File: src/hdl/cbc_pkg.sv
package cbc_pkg;

  localparam int unsigned CFG_ADDR_W = 4;
  localparam int unsigned CFG_DATA_W = 32;

  localparam logic [1:0] REG_KIND    = 2'd0;
  localparam logic [1:0] REG_ROM_CNT = 2'd1;
  localparam logic [1:0] REG_RAM_CNT = 2'd2;

  localparam logic [1:0] KIND_NONE = 2'd0;
  localparam logic [1:0] KIND_MBC1 = 2'd1;
  localparam logic [1:0] KIND_MBC3 = 2'd2;

  localparam logic REQ_WRITE = 1'b0;
  localparam logic REQ_XLATE = 1'b1;

  localparam logic [1:0] STAT_OK      = 2'd0;
  localparam logic [1:0] STAT_RAM_OFF = 2'd1;
  localparam logic [1:0] STAT_INVALID = 2'd2;

  localparam logic [1:0] SPACE_NONE = 2'd0;
  localparam logic [1:0] SPACE_ROM  = 2'd1;
  localparam logic [1:0] SPACE_RAM  = 2'd2;

  localparam logic [1:0] SEL_RAM_EN   = 2'd0;
  localparam logic [1:0] SEL_ROM_BANK = 2'd1;
  localparam logic [1:0] SEL_UPPER    = 2'd2;
  localparam logic [1:0] SEL_MODE     = 2'd3;

  localparam logic [7:0] RAM_EN_KEY  = 8'h0A;
  localparam logic [3:0] RAM_EN_NIB  = 4'hA;
  localparam logic [7:0] MBC3_RAM_BANKS = 8'd8;

  localparam logic [7:0] ROM_CNT_RESET = 8'd2;
  localparam logic [3:0] RAM_CNT_RESET = 4'd1;
  localparam logic [6:0] LOW_BANK_RESET = 7'd1;

  typedef struct packed {
    logic [1:0] kind;
    logic [7:0] rom_cnt;
    logic [3:0] ram_cnt;
  } cfg_t;

  typedef struct packed {
    logic [6:0] low_rom_bank;
    logic [2:0] upper_bank;
    logic       ram_en;
    logic       adv_mode;
  } bank_t;

  typedef struct packed {
    logic        req_type;
    logic [15:0] cpu_addr;
    logic [7:0]  wr_data;
  } req_t;

  typedef struct packed {
    logic [1:0]  status;
    logic [1:0]  target_space;
    logic [20:0] byte_offset;
  } rsp_t;

endpackage

File: src/hdl/cbc_if.sv
interface cbc_req_if;
  logic        valid;
  logic        ready;
  logic        req_type;
  logic [15:0] cpu_addr;
  logic [7:0]  wr_data;

  modport source (output valid, output req_type, output cpu_addr, output wr_data,
                  input ready);
  modport sink (input valid, input req_type, input cpu_addr, input wr_data,
                output ready);
endinterface

interface cbc_rsp_if;
  logic        valid;
  logic        ready;
  logic [1:0]  status;
  logic [1:0]  target_space;
  logic [20:0] byte_offset;

  modport source (output valid, output status, output target_space,
                  output byte_offset, input ready);
  modport sink (input valid, input status, input target_space,
                input byte_offset, output ready);
endinterface

File: src/hdl/cbc_cfg.sv
module cbc_cfg (
  input  logic                             clk_i,
  input  logic                             rst_ni,
  input  logic                             psel,
  input  logic                             penable,
  input  logic                             pwrite,
  input  logic [cbc_pkg::CFG_ADDR_W-1:0]   paddr,
  input  logic [cbc_pkg::CFG_DATA_W-1:0]   pwdata,
  output logic [cbc_pkg::CFG_DATA_W-1:0]   prdata,
  output logic                             pready,
  output cbc_pkg::cfg_t                    cfg_o
);

  cbc_pkg::cfg_t cfg_q, cfg_d;
  logic          wr_en;
  logic [1:0]    reg_idx;

  assign pready  = 1'b1;
  assign wr_en   = psel && penable && pwrite;
  assign reg_idx = paddr[3:2];

  always_comb begin
    cfg_d = cfg_q;
    if (wr_en) begin
      unique case (reg_idx)
        cbc_pkg::REG_KIND:    cfg_d.kind    = pwdata[1:0];
        cbc_pkg::REG_ROM_CNT: cfg_d.rom_cnt = pwdata[7:0];
        cbc_pkg::REG_RAM_CNT: cfg_d.ram_cnt = pwdata[3:0];
        default: ;
      endcase
    end
  end

  always_ff @(posedge clk_i or negedge rst_ni) begin
    if (!rst_ni) begin
      cfg_q.kind    <= cbc_pkg::KIND_NONE;
      cfg_q.rom_cnt <= cbc_pkg::ROM_CNT_RESET;
      cfg_q.ram_cnt <= cbc_pkg::RAM_CNT_RESET;
    end else begin
      cfg_q <= cfg_d;
    end
  end

  always_comb begin
    unique case (reg_idx)
      cbc_pkg::REG_KIND:    prdata = {30'd0, cfg_q.kind};
      cbc_pkg::REG_ROM_CNT: prdata = {24'd0, cfg_q.rom_cnt};
      cbc_pkg::REG_RAM_CNT: prdata = {28'd0, cfg_q.ram_cnt};
      default:              prdata = '0;
    endcase
  end

  assign cfg_o = cfg_q;

endmodule

File: src/hdl/cbc_bank.sv
module cbc_bank (
  input  logic          clk_i,
  input  logic          rst_ni,
  input  cbc_pkg::cfg_t cfg_i,
  input  logic          upd_i,
  input  cbc_pkg::req_t req_i,
  output cbc_pkg::bank_t bank_o
);

  cbc_pkg::bank_t bank_q, bank_d;
  logic [1:0]     sel;

  function automatic logic [6:0] wrap_rom(input logic [6:0] b, input logic [7:0] cnt);
    logic [6:0] v;
    logic [7:0] mask;
    mask = cnt - 8'd1;
    v = (b == 7'd0) ? 7'd1 : b;
    if ({1'b0, v} >= cnt) begin
      v = v & mask[6:0];
    end
    return v;
  endfunction

  assign sel = req_i.cpu_addr[14:13];

  always_comb begin
    bank_d = bank_q;
    if (upd_i && req_i.req_type == cbc_pkg::REQ_WRITE && !req_i.cpu_addr[15]) begin
      if (cfg_i.kind == cbc_pkg::KIND_MBC1) begin
        unique case (sel)
          cbc_pkg::SEL_RAM_EN:   bank_d.ram_en = (req_i.wr_data[3:0] == cbc_pkg::RAM_EN_NIB);
          cbc_pkg::SEL_ROM_BANK: bank_d.low_rom_bank =
                                   wrap_rom({2'b00, req_i.wr_data[4:0]}, cfg_i.rom_cnt);
          cbc_pkg::SEL_UPPER:    bank_d.upper_bank = {1'b0, req_i.wr_data[1:0]};
          cbc_pkg::SEL_MODE:     bank_d.adv_mode = req_i.wr_data[0];
          default: ;
        endcase
      end else if (cfg_i.kind == cbc_pkg::KIND_MBC3) begin
        unique case (sel)
          cbc_pkg::SEL_RAM_EN:   bank_d.ram_en = (req_i.wr_data == cbc_pkg::RAM_EN_KEY);
          cbc_pkg::SEL_ROM_BANK: bank_d.low_rom_bank =
                                   wrap_rom(req_i.wr_data[6:0], cfg_i.rom_cnt);
          cbc_pkg::SEL_UPPER: begin
            if (req_i.wr_data < cbc_pkg::MBC3_RAM_BANKS) begin
              bank_d.upper_bank = req_i.wr_data[2:0];
            end
          end
          default: ;
        endcase
      end
    end
  end

  always_ff @(posedge clk_i or negedge rst_ni) begin
    if (!rst_ni) begin
      bank_q.low_rom_bank <= cbc_pkg::LOW_BANK_RESET;
      bank_q.upper_bank   <= 3'd0;
      bank_q.ram_en       <= 1'b0;
      bank_q.adv_mode     <= 1'b0;
    end else begin
      bank_q <= bank_d;
    end
  end

  assign bank_o = bank_q;

endmodule

File: src/hdl/cbc_xlate.sv
module cbc_xlate (
  input  cbc_pkg::cfg_t  cfg_i,
  input  cbc_pkg::bank_t bank_i,
  input  cbc_pkg::req_t  req_i,
  output cbc_pkg::rsp_t  rsp_o
);

  always_comb begin
    logic [7:0]  rom_mask;
    logic [3:0]  ram_mask;
    logic [6:0]  rom_page;
    logic [2:0]  ram_page;
    logic [15:0] a;
    logic        is_mbc1;
    logic        is_mbc3;
    rom_mask = cfg_i.rom_cnt - 8'd1;
    ram_mask = cfg_i.ram_cnt - 4'd1;
    a        = req_i.cpu_addr;
    is_mbc1  = (cfg_i.kind == cbc_pkg::KIND_MBC1);
    is_mbc3  = (cfg_i.kind == cbc_pkg::KIND_MBC3);
    rom_page = 7'd0;
    ram_page = 3'd0;
    rsp_o.status       = cbc_pkg::STAT_OK;
    rsp_o.target_space = cbc_pkg::SPACE_NONE;
    rsp_o.byte_offset  = '0;
    if (req_i.req_type == cbc_pkg::REQ_WRITE) begin
      if (a[15]) begin
        rsp_o.status = cbc_pkg::STAT_INVALID;
      end
    end else if (a[15:14] == 2'b00) begin
      if (is_mbc1 && bank_i.adv_mode) begin
        rom_page = {bank_i.upper_bank[1:0], 5'd0} & rom_mask[6:0];
      end
      rsp_o.target_space = cbc_pkg::SPACE_ROM;
      rsp_o.byte_offset  = {rom_page, a[13:0]};
    end else if (a[15:14] == 2'b01) begin
      if (is_mbc1) begin
        rom_page = (bank_i.low_rom_bank | {bank_i.upper_bank[1:0], 5'd0}) & rom_mask[6:0];
      end else if (is_mbc3) begin
        rom_page = bank_i.low_rom_bank;
      end else begin
        rom_page = 7'd1;
      end
      rsp_o.target_space = cbc_pkg::SPACE_ROM;
      rsp_o.byte_offset  = {rom_page, a[13:0]};
    end else if (a[15:13] == 3'b101) begin
      if ((is_mbc1 || is_mbc3) && !bank_i.ram_en) begin
        rsp_o.status = cbc_pkg::STAT_RAM_OFF;
      end else begin
        if (is_mbc1) begin
          if (bank_i.adv_mode) begin
            ram_page = {1'b0, bank_i.upper_bank[1:0] & ram_mask[1:0]};
          end
        end else if (is_mbc3) begin
          ram_page = bank_i.upper_bank;
        end
        rsp_o.target_space = cbc_pkg::SPACE_RAM;
        rsp_o.byte_offset  = {5'd0, ram_page, a[12:0]};
      end
    end else begin
      rsp_o.status = cbc_pkg::STAT_INVALID;
    end
  end

endmodule

File: src/hdl/cartridge_bank_controller_unit.sv
// Cartridge bank controller with no-controller, MBC1 and MBC3 modes.
// Request channel (req_i): one item per CPU bus access, either a bank
// register write or an address translation. Response channel (rsp_o): one
// item per request, in order, with status, target space and byte offset.
// An APB port sets controller kind, ROM bank count and RAM bank count;
// write it only while no request is in flight.
// Flow: a request is registered in the input register, evaluated there
// against the bank registers and loaded into the response register, from
// which rsp_o takes it.
// Throughput: one item per cycle unless rsp_o stalls; a translation sees a
// bank register write accepted in the cycle before it, since bank registers
// update as the write item moves into the response register.
// Stall: the input register and the response register each hold one item,
// so one more request is taken while a response waits; ready drops only
// when both are full and rsp_o.ready is low.
// Reset: configuration returns to no controller, 2 ROM banks, 1 RAM bank;
// ROM bank 1, upper bank 0, RAM disabled, simple mode; both stages empty.
module cartridge_bank_controller_unit (
  input  logic                           clk_i,
  input  logic                           rst_ni,
  cbc_req_if.sink                        req_i,
  cbc_rsp_if.source                      rsp_o,
  input  logic                           psel,
  input  logic                           penable,
  input  logic                           pwrite,
  input  logic [cbc_pkg::CFG_ADDR_W-1:0] paddr,
  input  logic [cbc_pkg::CFG_DATA_W-1:0] pwdata,
  output logic [cbc_pkg::CFG_DATA_W-1:0] prdata,
  output logic                           pready
);

  cbc_pkg::cfg_t  cfg;
  cbc_pkg::bank_t bank;
  cbc_pkg::req_t  s1_req_q, s1_req_d;
  cbc_pkg::rsp_t  s2_rsp_q, s2_rsp_d;
  logic           s1_valid_q, s1_valid_d;
  logic           s2_valid_q, s2_valid_d;
  logic           s2_load;
  logic           s1_adv;
  logic           in_ready;

  cbc_cfg u_cfg (
    .clk_i   (clk_i),
    .rst_ni  (rst_ni),
    .psel    (psel),
    .penable (penable),
    .pwrite  (pwrite),
    .paddr   (paddr),
    .pwdata  (pwdata),
    .prdata  (prdata),
    .pready  (pready),
    .cfg_o   (cfg)
  );

  assign s2_load  = !s2_valid_q || rsp_o.ready;
  assign s1_adv   = s1_valid_q && s2_load;
  assign in_ready = !s1_valid_q || s2_load;
  assign req_i.ready = in_ready;

  cbc_bank u_bank (
    .clk_i  (clk_i),
    .rst_ni (rst_ni),
    .cfg_i  (cfg),
    .upd_i  (s1_adv),
    .req_i  (s1_req_q),
    .bank_o (bank)
  );

  cbc_xlate u_xlate (
    .cfg_i  (cfg),
    .bank_i (bank),
    .req_i  (s1_req_q),
    .rsp_o  (s2_rsp_d)
  );

  assign s1_valid_d = in_ready ? req_i.valid : s1_valid_q;
  assign s2_valid_d = s2_load ? s1_valid_q : s2_valid_q;
  assign s1_req_d   = '{req_type: req_i.req_type, cpu_addr: req_i.cpu_addr,
                        wr_data: req_i.wr_data};

  always_ff @(posedge clk_i or negedge rst_ni) begin
    if (!rst_ni) begin
      s1_valid_q <= 1'b0;
      s2_valid_q <= 1'b0;
    end else begin
      s1_valid_q <= s1_valid_d;
      s2_valid_q <= s2_valid_d;
    end
  end

  always_ff @(posedge clk_i) begin
    if (in_ready && req_i.valid) begin
      s1_req_q <= s1_req_d;
    end
    if (s1_adv) begin
      s2_rsp_q <= s2_rsp_d;
    end
  end

  assign rsp_o.valid        = s2_valid_q;
  assign rsp_o.status       = s2_rsp_q.status;
  assign rsp_o.target_space = s2_rsp_q.target_space;
  assign rsp_o.byte_offset  = s2_rsp_q.byte_offset;

  a_adv_gives_rsp: assert property (@(posedge clk_i) disable iff (!rst_ni)
    s1_adv |=> rsp_o.valid)
    else $error("advanced item did not reach the response register");

  a_high_write_invalid: assert property (@(posedge clk_i) disable iff (!rst_ni)
    (s1_adv && s1_req_q.req_type == cbc_pkg::REQ_WRITE && s1_req_q.cpu_addr[15])
    |=> (rsp_o.status == cbc_pkg::STAT_INVALID))
    else $error("write at or above 0x8000 not flagged invalid");

  a_high_write_keeps_bank: assert property (@(posedge clk_i) disable iff (!rst_ni)
    (s1_adv && s1_req_q.req_type == cbc_pkg::REQ_WRITE && s1_req_q.cpu_addr[15])
    |=> $stable(bank))
    else $error("write at or above 0x8000 changed bank state");

  a_none_zero_offset: assert property (@(posedge clk_i) disable iff (!rst_ni)
    (rsp_o.valid && rsp_o.target_space == cbc_pkg::SPACE_NONE) |-> (rsp_o.byte_offset == '0))
    else $error("nonzero offset with no target space");

  a_err_no_space: assert property (@(posedge clk_i) disable iff (!rst_ni)
    (rsp_o.valid && rsp_o.status != cbc_pkg::STAT_OK)
    |-> (rsp_o.target_space == cbc_pkg::SPACE_NONE))
    else $error("flagged item carries a target space");

endmodule
File: src/flat_wrapper.sv
// flat-port wrapper written by rule: the top's interface ports become plain ports
module cartridge_bank_controller_unit_flat 
  (clk_i, rst_ni, psel, penable, pwrite, paddr, pwdata, prdata, pready, req_i_valid, req_i_req_type, req_i_cpu_addr, req_i_wr_data, req_i_ready, rsp_o_valid, rsp_o_status, rsp_o_target_space, rsp_o_byte_offset, rsp_o_ready);
  cbc_req_if req_i_i ();
  cbc_rsp_if rsp_o_i ();
  input  logic clk_i;
  input  logic rst_ni;
  input  logic psel;
  input  logic penable;
  input  logic pwrite;
  input  logic [cbc_pkg::CFG_ADDR_W-1:0] paddr;
  input  logic [cbc_pkg::CFG_DATA_W-1:0] pwdata;
  output logic [cbc_pkg::CFG_DATA_W-1:0] prdata;
  output logic pready;
  input wire logic [$bits(req_i_i.valid)-1:0] req_i_valid;
  input wire logic [$bits(req_i_i.req_type)-1:0] req_i_req_type;
  input wire logic [$bits(req_i_i.cpu_addr)-1:0] req_i_cpu_addr;
  input wire logic [$bits(req_i_i.wr_data)-1:0] req_i_wr_data;
  output wire logic [$bits(req_i_i.ready)-1:0] req_i_ready;
  output wire logic [$bits(rsp_o_i.valid)-1:0] rsp_o_valid;
  output wire logic [$bits(rsp_o_i.status)-1:0] rsp_o_status;
  output wire logic [$bits(rsp_o_i.target_space)-1:0] rsp_o_target_space;
  output wire logic [$bits(rsp_o_i.byte_offset)-1:0] rsp_o_byte_offset;
  input wire logic [$bits(rsp_o_i.ready)-1:0] rsp_o_ready;
  assign req_i_i.valid = req_i_valid;
  assign req_i_i.req_type = req_i_req_type;
  assign req_i_i.cpu_addr = req_i_cpu_addr;
  assign req_i_i.wr_data = req_i_wr_data;
  assign req_i_ready = req_i_i.ready;
  assign rsp_o_valid = rsp_o_i.valid;
  assign rsp_o_status = rsp_o_i.status;
  assign rsp_o_target_space = rsp_o_i.target_space;
  assign rsp_o_byte_offset = rsp_o_i.byte_offset;
  assign rsp_o_i.ready = rsp_o_ready;
  cartridge_bank_controller_unit u_core (.clk_i(clk_i), .rst_ni(rst_ni), .req_i(req_i_i), .rsp_o(rsp_o_i), .psel(psel), .penable(penable), .pwrite(pwrite), .paddr(paddr), .pwdata(pwdata), .prdata(prdata), .pready(pready));
endmodule
File: config.mk
export PLATFORM = sky130hd
export DESIGN_NAME = cartridge_bank_controller_unit_flat
export DESIGN_NICKNAME = d
export VERILOG_FILES = /design/src/hdl/cbc_pkg.sv /design/src/hdl/cbc_if.sv /design/src/hdl/cbc_cfg.sv /design/src/hdl/cbc_bank.sv /design/src/hdl/cbc_xlate.sv /design/src/hdl/cartridge_bank_controller_unit.sv /design/src/flat_wrapper.sv
export SDC_FILE = /design/constraint.sdc
export NUM_CORES = 1
export LEC_CHECK = 0
export BUFFER_PORTS_ARGS = -buffer_cell sky130_fd_sc_hd__buf_2
export CAP_MARGIN = 10
export CORE_MARGIN = 2
export CORE_UTILIZATION = 55
export DETAILED_ROUTE_END_ITERATION = 8
export PLACE_DENSITY = 0.86
export SLEW_MARGIN = 20
export SYNTH_ARGS = -nofsm -noshare
export SYNTH_HDL_FRONTEND = slang
export SYNTH_SLANG_ARGS = --single-unit
export TNS_END_PERCENT = 10
File: constraint.sdc
create_clock -name clk_i -period 5.74 [get_ports clk_i]
set_input_delay 0.861 -clock clk_i [delete_from_list [all_inputs] [get_ports clk_i]]
set_output_delay 0.861 -clock clk_i [all_outputs]
set_load 0.005 [all_outputs]
==> flow_summary_export.csv <==
group,metric,value,unit
worst_setup_path,crit_path_cell_trace,"buf_2 -> nor2b_1 -> nand2_1 -> o21ai_0 -> buf_2",
sta,rsz0062_at_grt,"false",
clock_tree,ctsHoldBuffers,0,
power,power_per_cell_area,332.1,nW/um^2
clock_tree,clk_pin_slew,0.08,ns
synth,synth_simple_gate_area_share,0.1682,
die,die-height,88.91,microns
route,final_antenna_net_count,0,
grt,grt_use_total,0.2216,
layout,fin_nets,494,
sta,max_freq,381.5,MHz
power,switchingPower,0.0004515,W
synth,yosysUniqueCellTypes,57,
grt,grt_overflow_total,0,
power,irDropWorstVdd,0.0001753,V
synth,synth_top_family_by_area,"simple AND/OR/NAND/NOR gates",
clock_tree,numCtsBuffers,9,
route,drt-initial-drc-count,203,
worst_setup_path,crit_path_max_fanout,8,
worst_setup_path,critPathSlowestCell,"nor2b_1",
clock_tree,clock-sinks,78,
min_path,hold_class,"flop to flop",
route,first_pass_iters,6,
sta,min_period,2.622,ns
sta,drv_slew,0,
worst_setup_path,critPathRequiredTime,4.88,ns
synth,synthTopCellsByArea,"edfxtp_1 38%, dfrtp_1 16%, ha_1 5.0%",
worst_setup_path,cp.arrival,1.76,ns
layout,nFillCells,522,
grt,grt_max_degree,29,
synth,synth_compound_gate_area_share,0.09561,
power,p_leak,1.970,nW
worst_setup_path,path_common_cell,"buf_2",
worst_setup_path,endpoint_kind,"primary output",
die,io_pins,128,
die,die_w,88.91,microns
sta,fin_skew,0.009664,ns
worst_setup_path,r2r-start,"u_core.s1_req_q[2]",
route,num_vias,2747,
synth,yosys.area_share.adder,0.05049,
layout,drive_above_1_share,0.2771,
grt,grt_pass1_wl,13.03,mm
power,swShare,0.3004,
job,cap_violations,0,
min_path,min_path_cells,1,
grt,antenna_found_initial,0,
clock_tree,cts-resized-gates,0,
clock_tree,clock_path_buffers,2,
synth,syn_area,3965,sq um
worst_setup_path,rr_endpoint,"u_core.u_bank.bank_o[10]",
layout,finalNonFillerCells,511,
worst_setup_path,crit_type,"input port to primary output",
die,core_area,6869,sq um
placement,place.gp.congestion,0.9275,
min_path,hold_start,"u_core.u_bank.bank_o[11]",
route,top_layer_used,"met4",
min_path,min_to,"u_core.u_bank.bank_o[11]",
layout,diodes,0,
sta,post-route-period-util,0.4567,
sta,final-hold-violation-count,0,
placement,dp_hpwl,5.849,mm
sta,finalSetupTns,0,ns
route,drc,0,
worst_setup_path,max_stage_delay,0.44,ns
clock_tree,cts_tree,"done",
sta,worst_slew_margin_rel,0.4557,
placement,port_buffers,76,
run_status,status,"finished clean",
power,power.share.combinational,0.205,
synth,synthCells,337,
worst_setup_path,reg2reg_setup_slack,3.13,ns
synth,ys_warn_count,0,
route,vias_per_cell,5.376,
layout,syn2layout_area_growth,14.14,%
die,die-area,7904,sq um
synth,synth_top_area_share,0.3787,
layout,mostFrequentLayoutCells,"76 x buf_2, 50 x edfxtp_1, 30 x nand2_1",
power,clock_power_share,0.304,
power,p_seq_frac,0.491,
synth,avgSynthCellArea,11.77,sq um
die,initial_core_util,0.5772,
route,wl_met3,366,microns
synth,synth.area.mux_share,0.03629,
route,wire_per_inst,15.67,microns
route,met2_length,4.227,mm
grt,grt_pass1_vias,2727,
synth,ys_ff_latch,78,
sta,setup_viol,0,
clock_tree,cts_setup_buffers,0,
clock_tree,cts-root-buf,"clkbuf_8",
layout,final_common_cell,"buf_2",
route,wl_met1,3.272,mm
synth,synth-main-ff-cell,"edfxtp_1",
synth,yosysTopAreaCell,"edfxtp_1",
clock_tree,clock_latency,0.35,ns
clock_tree,h-tree-depth,3,
worst_setup_path,rr_worst_depth,8,
die,rows,30,
sta,worst_pin_slew,0.8129,ns
route,wl,8.006,mm
synth,synth-async-reset-ratio,0.3590,
synth,synth_xor_area_frac,0.01325,
synth,synth_edf_count,50,
synth,seq_area_frac_synth,0.5563,
worst_setup_path,cp-start-kind,"input port",
placement,numPlacedInstances,495,
power,intPower,0.001052,W
## how the worst max path moves through the flow
stage	to	slack, ns	start
after floorplan	prdata[2]	3.39	paddr[3]
after global placement	prdata[3]	3.18	paddr[2]
after detailed placement	prdata[1]	3.13	paddr[2]
after CTS	prdata[1]	3.13	paddr[2]
after global routing	u_core.u_bank.bank_o[11]	2.88	u_core.s1_req_q[2]
final	prdata[1]	3.12	paddr[2]
## stage by stage
| step | util | instance area [sq um] | setup slack [ns] | hold WS (ns) | power [W] |
|---|---|---|---|---|---|
| after floorplan | - | 4051 | 3.393 | 0.4496 | 0.0009559 |
| after global placement | 0.6264 | 4303 | 3.177 | 0.4631 | 0.001035 |
| after detailed placement | 0.6264 | 4303 | 3.132 | 0.4812 | 0.001051 |
| after CTS | 0.6585 | 4523 | 3.130 | 0.4989 | 0.001506 |
| after global routing | 0.6588 | 4526 | 2.877 | 0.5183 | 0.001581 |
| final | 0.6588 | 4526 | 3.118 | 0.4949 | 0.001503 |
## layout make-up
class                      count  area (sq um)  area share
inverter                      16         60.06     0.01327
multi-input combinational    229          1539      0.3401
clock buffer                  10         127.6     0.02820
timing repair buffer          76         380.4     0.08405
sequential                    78          2206      0.4874
tap                           96         120.1     0.02654
clock inverter                 6         92.59     0.02046
## synthesized netlist by cell type (all sizes together) (5+ instances only)
master and instances:
edfxtp 50, nand2 31, buf 28, dfrtp 25, and2 21, ha 16
inv 16, o21ai 16, nand3 13, nor2 12, mux2 11, a21oi 10
clkbuf 9, nand4 6, nor2b 6, nand2b 5, nor3b 5
## power by group through the flow
| stage | Sequential (W) | Clock (W) | Combinational [W] |
|---|---|---|---|
| after floorplan | 0.000733 | 0 | 0.000223 |
| after global placement | 0.000744 | 0 | 0.000291 |
| after detailed placement | 0.000749 | 0 | 0.000303 |
| after CTS | 0.000737 | 0.000462 | 0.000306 |
| after global routing | 0.000747 | 0.000487 | 0.000347 |
| final | 0.000738 | 0.000457 | 0.000309 |
## flip-flops by register name, indices dropped and copies added (netlist names)
name / count
u_core.rsp_o.byte_offset: 21
u_core.rsp_o.status: 2
u_core.rsp_o.target_space: 2
u_core.rsp_o.valid: 1
u_core.s1_req_q: 25
u_core.s1_valid_q: 1
u_core.u_bank.bank_o: 12
u_core.u_cfg.cfg_o: 14
## cell families (layout without fill, tap and decap cells)
| logic type | count (synthesis) | in the layout |
|---|---|---|
| adders and majority gates | 16 | 16 |
| buffers and inverters | 53 | 108 |
| and+or+nand+nor | 116 | 116 |
| DFF | 78 | 78 |
| AOI/OAI and AO/OA | 53 | 53 |
| muxes | 13 | 13 |
| other | 2 | 25 |
| xor gates and xnor gates | 6 | 6 |
## layer usage
metal	vias up	GRT usage
met3	13	0.03324
met4	0	0.1006
met5	-	0
met2	97	0.3643
met1	1328	0.2931
li1	1309	-
## critical path: cells and delay by family
family                 cells  cell delay, ns
AO/OA/AOI/OAI              1            0.09
AND/OR/NAND/NOR            2            0.55
buffers and inverters      2            0.27
Note: power is estimated with default switching activity, not from simulation.
